[config.mk]
export PLATFORM = sky130hd
export DESIGN_NAME = kwsd_div
export DESIGN_NICKNAME = d
export VERILOG_FILES = /design/src/rtl/kwsd_pkg.sv /design/src/rtl/kwsd_div.sv
export SDC_FILE = /design/constraint.sdc
export NUM_CORES = 1
export LEC_CHECK = 0
export CAP_MARGIN = 30
export CORE_MARGIN = 2
export CORE_UTILIZATION = 57
export DETAILED_ROUTE_END_ITERATION = 8
export DONT_BUFFER_PORTS = 1
export GPL_TIMING_DRIVEN = 0
export PLACE_DENSITY = 0.86
export SETUP_SLACK_MARGIN = 0.1
export SYNTH_ARGS = -nofsm -noshare
export SYNTH_HDL_FRONTEND = slang
export SYNTH_SLANG_ARGS = --single-unit
[constraint.sdc]
create_clock -name clk_i -period 2.7 [get_ports clk_i]
set_input_delay 0.54 -clock clk_i [delete_from_list [all_inputs] [get_ports clk_i]]
set_output_delay 0.54 -clock clk_i [all_outputs]
set_load 0.05 [all_outputs]
[src/rtl/kwsd_pkg.sv]
package kwsd_pkg;

  localparam int unsigned STREAMS = 16;
  localparam int unsigned WINDOW  = 64;

  localparam int unsigned SLOT_W  = (STREAMS > 1) ? $clog2(STREAMS) : 1;
  localparam int unsigned USED_W  = $clog2(STREAMS + 1);
  localparam int unsigned IDX_W   = $clog2(WINDOW);
  localparam int unsigned CNT_W   = $clog2(WINDOW + 1);
  localparam int unsigned ADDR_W  = $clog2(STREAMS * WINDOW);
  localparam int unsigned SUM_W   = 32 + $clog2(WINDOW);
  localparam int unsigned ACC_W   = 64 + $clog2(WINDOW);
  localparam int unsigned DIV_W   = ACC_W + CNT_W;
  localparam int unsigned DVS_W   = 2 * CNT_W;
  localparam int unsigned DCNT_W  = $clog2(DIV_W);
  localparam int unsigned MULK_W  = $clog2(CNT_W);

  typedef struct packed {
    logic             start;
    logic [DIV_W-1:0] dividend;
    logic [DVS_W-1:0] divisor;
  } div_req_t;

  typedef struct packed {
    logic             done;
    logic [DIV_W-1:0] quotient;
    logic [DVS_W-1:0] remainder;
  } div_rsp_t;

  typedef enum logic [10:0] {
    ST_IDLE   = 11'b000_0000_0001,
    ST_LOOKUP = 11'b000_0000_0010,
    ST_RDOLD  = 11'b000_0000_0100,
    ST_UPD    = 11'b000_0000_1000,
    ST_DIVM   = 11'b000_0001_0000,
    ST_ACC    = 11'b000_0010_0000,
    ST_MULN   = 11'b000_0100_0000,
    ST_SUBR   = 11'b000_1000_0000,
    ST_DIVV   = 11'b001_0000_0000,
    ST_SQRT   = 11'b010_0000_0000,
    ST_DONE   = 11'b100_0000_0000
  } state_e;

  localparam logic STATUS_OK   = 1'b0;
  localparam logic STATUS_FULL = 1'b1;

endpackage

[src/rtl/kwsd_div.sv]
module kwsd_div
  import kwsd_pkg::*;
(
  input  logic     clk_i,
  input  logic     rst_ni,
  input  div_req_t req_i,
  output div_rsp_t rsp_o
);

  logic              busy_q;
  logic              done_q;
  logic [DCNT_W-1:0] cnt_q;
  logic [DIV_W-1:0]  quo_q;
  logic [DVS_W-1:0]  rem_q;
  logic [DVS_W-1:0]  dvs_q;
  logic [DVS_W:0]    shifted;
  logic [DVS_W:0]    diff;
  logic              take;

  // one quotient bit a cycle, restoring
  always_comb begin
    shifted = {rem_q, quo_q[DIV_W-1]};
    diff    = shifted - {1'b0, dvs_q};
    take    = (shifted >= {1'b0, dvs_q});
  end

  always_ff @(posedge clk_i or negedge rst_ni) begin
    if (!rst_ni) begin
      busy_q <= 1'b0;
      done_q <= 1'b0;
      cnt_q  <= '0;
    end else begin
      done_q <= 1'b0;
      if (req_i.start) begin
        busy_q <= 1'b1;
        cnt_q  <= '0;
      end else if (busy_q) begin
        cnt_q <= cnt_q + 1'b1;
        if (cnt_q == DCNT_W'(DIV_W - 1)) begin
          busy_q <= 1'b0;
          done_q <= 1'b1;
        end
      end
    end
  end

  always_ff @(posedge clk_i) begin
    if (req_i.start) begin
      quo_q <= req_i.dividend;
      rem_q <= '0;
      dvs_q <= req_i.divisor;
    end else if (busy_q) begin
      quo_q <= {quo_q[DIV_W-2:0], take};
      rem_q <= take ? diff[DVS_W-1:0] : shifted[DVS_W-1:0];
    end
  end

  assign rsp_o.done      = done_q;
  assign rsp_o.quotient  = quo_q;
  assign rsp_o.remainder = rem_q;

endmodule

==> impl_metrics.json, run 1 <==
{
  "synth_xor_area_share_pct": 2.094,
  "viasPerCell": 6.065,
  "syn_to_final_growth_pct": 16.01,
  "ys_warn_count": 0,
  "htreeDepth": 4,
  "fin_util_pct": 68.27,
  "fillers": 614,
  "max_stage_delay_ns": 0.72,
  "ir_drop_uv": 596.7,
  "syn-num-nets": 509,
  "postSynthCellCount": 398,
  "ys_seq_area_share_pct": 59.55,
  "wl_per_cell_um": 22.19,
  "syn_area_um2": 5438,
  "yosysTopAreaCell": "edfxtp_1",
  "rsz0062_at_grt": "true",
  "drive_gt1_share_pct": 33.94,
  "hold_ws_ns": 0.1195,
  "fp-row-count": 35,
  "synth_flop_cell": "edfxtp_1",
  "p_total_mw": 6.596,
  "drt_iter0_drc": 117,
  "maxCapViolCount": 0,
  "relSlewSlack_pct": 54.13,
  "io_buffers": 0,
  "path_max_fanout": 5,
  "numCtsBuffers": 17,
  "synth_seq_cells": 114,
  "setup_viol": 0,
  "period_needed_ns": 2.666,
  "dieHeight_um": 101.7,
  "drt_wl_total_um": 12560,
  "final-hold-violation-count": 0,
  "cts_max_path_buffers": 2,
  "crit_family": "simple AND/OR/NAND/NOR gates",
  "required_ns": 3.16,
  "final_antenna_net_count": 0,
  "outcome": "finished, final reports clean",
  "end_kind": "register",
  "synth_adder_area_share_pct": 4.050,
  "synth_top_cell_area_share_pct": 50.25,
  "fmax_mhz": 375.1,
  "vias": 3433,
  "insertion_delay_ns": 0.51,
  "worst-path-buf-inv": 2,
  "final_nets": 535,
  "hpwl_um": 8562,
  "core_area_um2": 9240,
  "startpoint_type": "register",
  "synth_compound_area_share_pct": 7.363,
  "tightest_slew_ns": 0.6880,
  "critPathKind": "register to register",
  "grt_usage_pct": 24.66,
  "grt_pass1_vias": 3588,
  "synth_edf_count": 91,
  "slew_violations": 0,
  "grt_max_degree": 49,
  "drtPass1Iterations": 5,
  "start_util_pct": 58.85,
  "synth_area_leaders": "edfxtp_1 50%, mux2_2 16%, dfxtp_1 5.2%, dfrtp_1 4.1%, ha_1 3.7%",
  "cp.arrival_ns": 3.12,
  "route.detailed.drc": 0,
  "io_pins": 186,
  "die_w_um": 101.7,
  "synth_top_family_by_area": "multiplexers",
  "synth_mux_area_share_pct": 16.47,
  "crit_chain": "inv_2, ha_4, nor2b_1, o31ai_2, a21oi_1, o21bai_1, and2_4, buf_6, or4b_1, nand2_1",
  "p_per_area_nw_per_um2": 1046,
  "die_area_um2": 10340,
  "grt-ovfl-total": 0,
  "gp_congestion": 0.8694,
  "antenna_found_initial": 1,
  "hold_path.class": "input pin to register",
  "cts_tree": "yes",
  "grt_pass1_wl_um": 18840,
  "skew_ns": 0.01809,
  "clk_pin_slew_ns": 0.06,
  "async_flop_share_pct": 7.895,
  "synthSimpleGateAreaFrac_pct": 7.179,
  "avgSynthCellArea_um2": 13.66,
  "cts_root_buffer": "clkbuf_8",
  "synth.distinct_cells": 51,
  "slowest_stage": "edfxtp_1",
  "clock-sinks": 114,
  "p_leak_nw": 2.457,
  "finalCritPeriodShare_pct": 98.73
}
-- synth_stat cells, drive strengths merged (3+ instances only) --
library cell / n
mux2: 76
clkbuf: 11
a211oi: 3
nand2: 15
o21ai: 7
nor3: 4
edfxtp: 91
xnor2: 4
ha: 16
nand3: 12
xor2: 9
o31ai: 3
dfrtp: 9
a31oi: 5
mux2i: 4
a21oi: 16
or3: 6
nand4: 3
nor2b: 3
nor2: 16
a32oi: 5
a21o: 7
nand2b: 7
inv: 21
dfxtp: 14
buf: 9
-- per-layer routing --
metal	vias to the layer above	routed length, um	track usage, %
met5	-	0	0
met4	0	195	8.108
met3	24	1302	13.04
met2	186	6554	41.30
met1	1666	4504	26.95
li1	1557	-	-
-- logic make-up (layout without fill, tap and decap cells) --
kind of cell,count (synthesis),count (layout)
DFF,114,114
adders and majority gates,17,17
xor gates and xnor gates,13,13
AOI/OAI and AO/OA,59,59
muxes,80,80
buffers and inverters,41,79
other,0,1
and+or+nand+nor,74,74
-- final timing paths --
| kind | from | endpoint | slack (ns) | cells past startpoint |
|---|---|---|---|---|
| worst max-delay path | quo_q[76] | rem_q[13] | 0.03 | 10 |
| worst min-delay path | req_i[11] | dvs_q[11] | 0.12 | 0 |
| worst max register to register | quo_q[76] | rem_q[13] | 0.03 | 10 |
| worst min register to register | cnt_q[6] | cnt_q[6] | 0.58 | 2 |
| max in group asynchronous | rst_ni | done_q | 1.99 | 1 |
| min in group asynchronous | rst_ni | cnt_q[2] | 0.41 | 1 |
-- cell usage in the layout (no fill, tap or decap), types with 5 or more instances in the layout --
| master | Yosys | layout |
|---|---|---|
| edfxtp_1 | 91 | 91 |
| mux2_2 | 76 | 76 |
| inv_1 | 21 | 19 |
| clkbuf_16 | 0 | 17 |
| nor2_1 | 16 | 16 |
| a21oi_1 | 16 | 15 |
| ha_1 | 16 | 15 |
| nand2_1 | 14 | 14 |
| nand3_1 | 12 | 12 |
| dfxtp_2 | 0 | 12 |
| clkbuf_1 | 11 | 11 |
| xor2_1 | 9 | 9 |
| dfrtp_1 | 9 | 9 |
| a21o_1 | 7 | 7 |
| nand2b_1 | 7 | 6 |
| or3_1 | 6 | 6 |
| clkinvlp_4 | 0 | 5 |
| o21ai_0 | 5 | 5 |
| clkinv_2 | 0 | 5 |
-- stage by stage --
step	instance area [um^2]	setup TNS, ns	cells	worst slack (ns)
finish	6309	0	566	0.03421
global route	6306	-0.05316	565	-0.02874
CTS	6225	0	563	0.09542
detailed placement	5624	-1.829	528	-0.1961
global placement	5604	-49.18	527	-0.6194
floorplan	5443	0	398	0.1045
-- what timing repair did --
item                                    CTS  global route
endpoints found under the setup margin   15            14
cloned                                    0             2
hold endpoints to repair                  9             0
resized for setup                        22            11
setup buffers                             3             0
hold buffers                              1             0
pin swaps                                10             8
-- flip-flops by register name, indices dropped and copies added, names as in the netlist --
name,flops
cnt_q,7
busy_q,1
rem_q,14
quo_q,77
done_q,1
dvs_q,14
-- area by class of cell --
| class | instances | area (um^2) | share of cell area (%) |
|---|---|---|---|
| well taps | 129 | 161.4 | 2.559 |
| clock buffers | 18 | 417.9 | 6.624 |
| flip-flops and latches | 114 | 3257 | 51.63 |
| diodes | 1 | 2.502 | 0.03967 |
| multi-input cells | 243 | 2096 | 33.22 |
| repair buffers | 7 | 86.33 | 1.369 |
| inverters | 21 | 82.58 | 1.309 |
| plain buffers | 20 | 115.1 | 1.825 |
| clock inverters | 13 | 90.09 | 1.428 |
-- power by group --
group / switching, mW / internal (mW) / total [mW]
logic: 0.752 / 0.708 / 1.46
registers: 1.01 / 2.20 / 3.22
clock network: 0.804 / 1.12 / 1.92
(Power assumes the default switching activity.)
==> run 2: changes to the inputs <==
CORE_UTILIZATION = 49   (was 57)
PLACE_DENSITY = unset   (was 0.86)
PLACE_DENSITY_LB_ADDON = 0.15   (was unset)
SETUP_SLACK_MARGIN = 0.3   (was 0.1)
==> impl_metrics.json, run 2 (synthesis gave the netlist of run 1 again) <==
{
  "io_pins": 186,
  "rsz0062_at_grt": "true",
  "period_needed_ns": 2.616,
  "grt_pass1_vias": 3474,
  "dieHeight_um": 109.3,
  "numCtsBuffers": 17,
  "drt_iter0_drc": 170,
  "min_path_cells": 0,
  "p_per_area_nw_per_um2": 1061,
  "cp.arrival_ns": 3.09,
  "setup_viol": 0,
  "cts_tree": "yes",
  "clock-sinks": 114,
  "antenna_found_initial": 0,
  "required_ns": 3.17,
  "outcome": "finished, final reports clean",
  "p_switching_mw": 2.522,
  "final_cells": 577,
  "top_register": "quo_q",
  "internal_power_mw": 4.333,
  "fp-row-count": 38,
  "worstRegToRegCells": 9,
  "hold_ws_ns": 0.1073,
  "regToRegSetupSlack_ns": 0.08,
  "vias": 3349,
  "preCtsSetupSlack_ns": -0.09089,
  "drt_wl_total_um": 12330,
  "route.detailed.drc": 0,
  "path_max_fanout": 7,
  "final_nets": 536,
  "final_antenna_net_count": 0,
  "die_w_um": 109.3,
  "reg.largest.list": "quo_q: 77 flops, dvs_q: 14 flops, rem_q: 14 flops",
  "cts_root_buffer": "clkbuf_8",
  "largest_register_ffs": 77,
  "slew_violations": 0,
  "hpwl_um": 8433,
  "start_util_pct": 50.16,
  "end_kind": "register",
  "n_antenna_cell": 0,
  "drive_gt1_share_pct": 34.32,
  "finalCritPeriodShare_pct": 96.87,
  "startpoint_type": "register",
  "viasPerCell": 5.804,
  "relSlewSlack_pct": 50.84,
  "clk_pin_slew_ns": 0.06,
  "skew_ns": 0.006534,
  "r2r_start": "quo_q[76]",
  "worst_hold_startpoint": "req_i[13]",
  "setup_tns_ns": 0,
  "wl_per_cell_um": 21.36,
  "hold_path.class": "input pin to register",
  "gp_congestion": 0.8743,
  "p_sw_share_pct": 36.79,
  "r2r_end": "rem_q[13]",
  "critPathKind": "register to register",
  "clkPwrFrac_pct": 31.2,
  "final_cell_mix": "91 x edfxtp_1, 76 x mux2_2, 19 x inv_1",
  "drtPass1Iterations": 4,
  "grt-ovfl-total": 0,
  "syn_to_final_growth_pct": 18.80,
  "ir_drop_uv": 845.7,
  "final_common_cell": "edfxtp_1",
  "tightest_slew_ns": 0.7358,
  "cts_max_path_buffers": 2,
  "grt_usage_pct": 21.45,
  "grt_max_degree": 47,
  "placed_cells": 539,
  "die_area_um2": 11960,
  "io_buffers": 0,
  "fmax_mhz": 382.3,
  "htreeDepth": 4,
  "pwr-share-seq_pct": 46.8,
  "fillers": 883,
  "min_to": "dvs_q[13]",
  "core_area_um2": 10840,
  "insertion_delay_ns": 0.52,
  "maxCapViolCount": 0,
  "grt_pass1_wl_um": 18710,
  "comb_power_share_pct": 22.0,
  "setup_slack_ns": 0.08439,
  "final-hold-violation-count": 0,
  "p_leak_nw": 2.518
}
[run 2: cell count changes in the layout (fill, tap and decap cells not counted), moves of 3 or more]
cell,before,now
a21oi_1,15,12
bufinv_16,0,3
clkinv_1,0,5
clkinv_2,5,2
clkinvlp_4,5,2
[run 2: worst max path at each step]
stage                     startpoint        end  slack, ns
after detailed placement    rem_q[0]   quo_q[0]      -0.09
final                      quo_q[76]  rem_q[13]       0.08
after global routing       quo_q[76]  rem_q[13]      -0.05
after global placement     req_i[91]  quo_q[46]      -0.32
after CTS                  quo_q[76]  rem_q[13]       0.07
after floorplan            req_i[91]   quo_q[0]       0.25
[run 2: metrics by stage]
step                      area (um^2)  power (mW)  utilization, %
after floorplan                  5529       4.194               -
after global routing             6460       7.149           59.59
after detailed placement         5724       4.493           52.80
final                            6460       6.855           59.59
after CTS                        6375       6.755           58.81
after global placement           5704       4.469           52.62
[run 2: what timing repair did]
item / 4_1_cts / 5_1_grt
gates resized for setup: 10 / 12
cloned: 0 / 1
pin swaps: 16 / 7
setup buffers: 4 / 1
setup endpoints to repair: 15 / 15
hold buffers: 1 / 0
hold endpoints to repair: 9 / 0
[run 2: layout make-up]
cell class	instances	area (um^2)	share of cell area [%]
buffer	20	146.4	2.266
clock buffer	18	417.9	6.469
clock inverter	13	143.9	2.227
inverter	21	82.58	1.278
multi-input combinational	243	2135	33.04
sequential	114	3254	50.38
tap	140	175.2	2.712
timing repair buffer	8	105.1	1.627
[run 2: power groups by stage]
stage	combinational (mW)	clock (mW)	sequential (mW)
final	1.51	2.14	3.21
after global routing	1.66	2.24	3.25
after CTS	1.38	2.18	3.20
after detailed placement	1.27	0	3.22
after global placement	1.24	0	3.23
after floorplan	1.06	0	3.14
[run 2: critical path: stages (launching register included)]
cell and delay [ns]:
edfxtp_1 0.71, inv_2 0.11, ha_4 0.29, nand4_1 0.13, nor4_2 0.31, a2111oi_2 0.10
and2_1 0.19, buf_6 0.15, or4b_1 0.51, nand2_1 0.07
[run 2: per-layer routing]
metal,up-vias,global-route usage (%),share of wire (%)
li1,1562,-,-
met1,1631,23.78,37
met2,142,35.05,52
met3,14,10.73,9.8
met4,0,8.770,1.4
met5,-,0,0
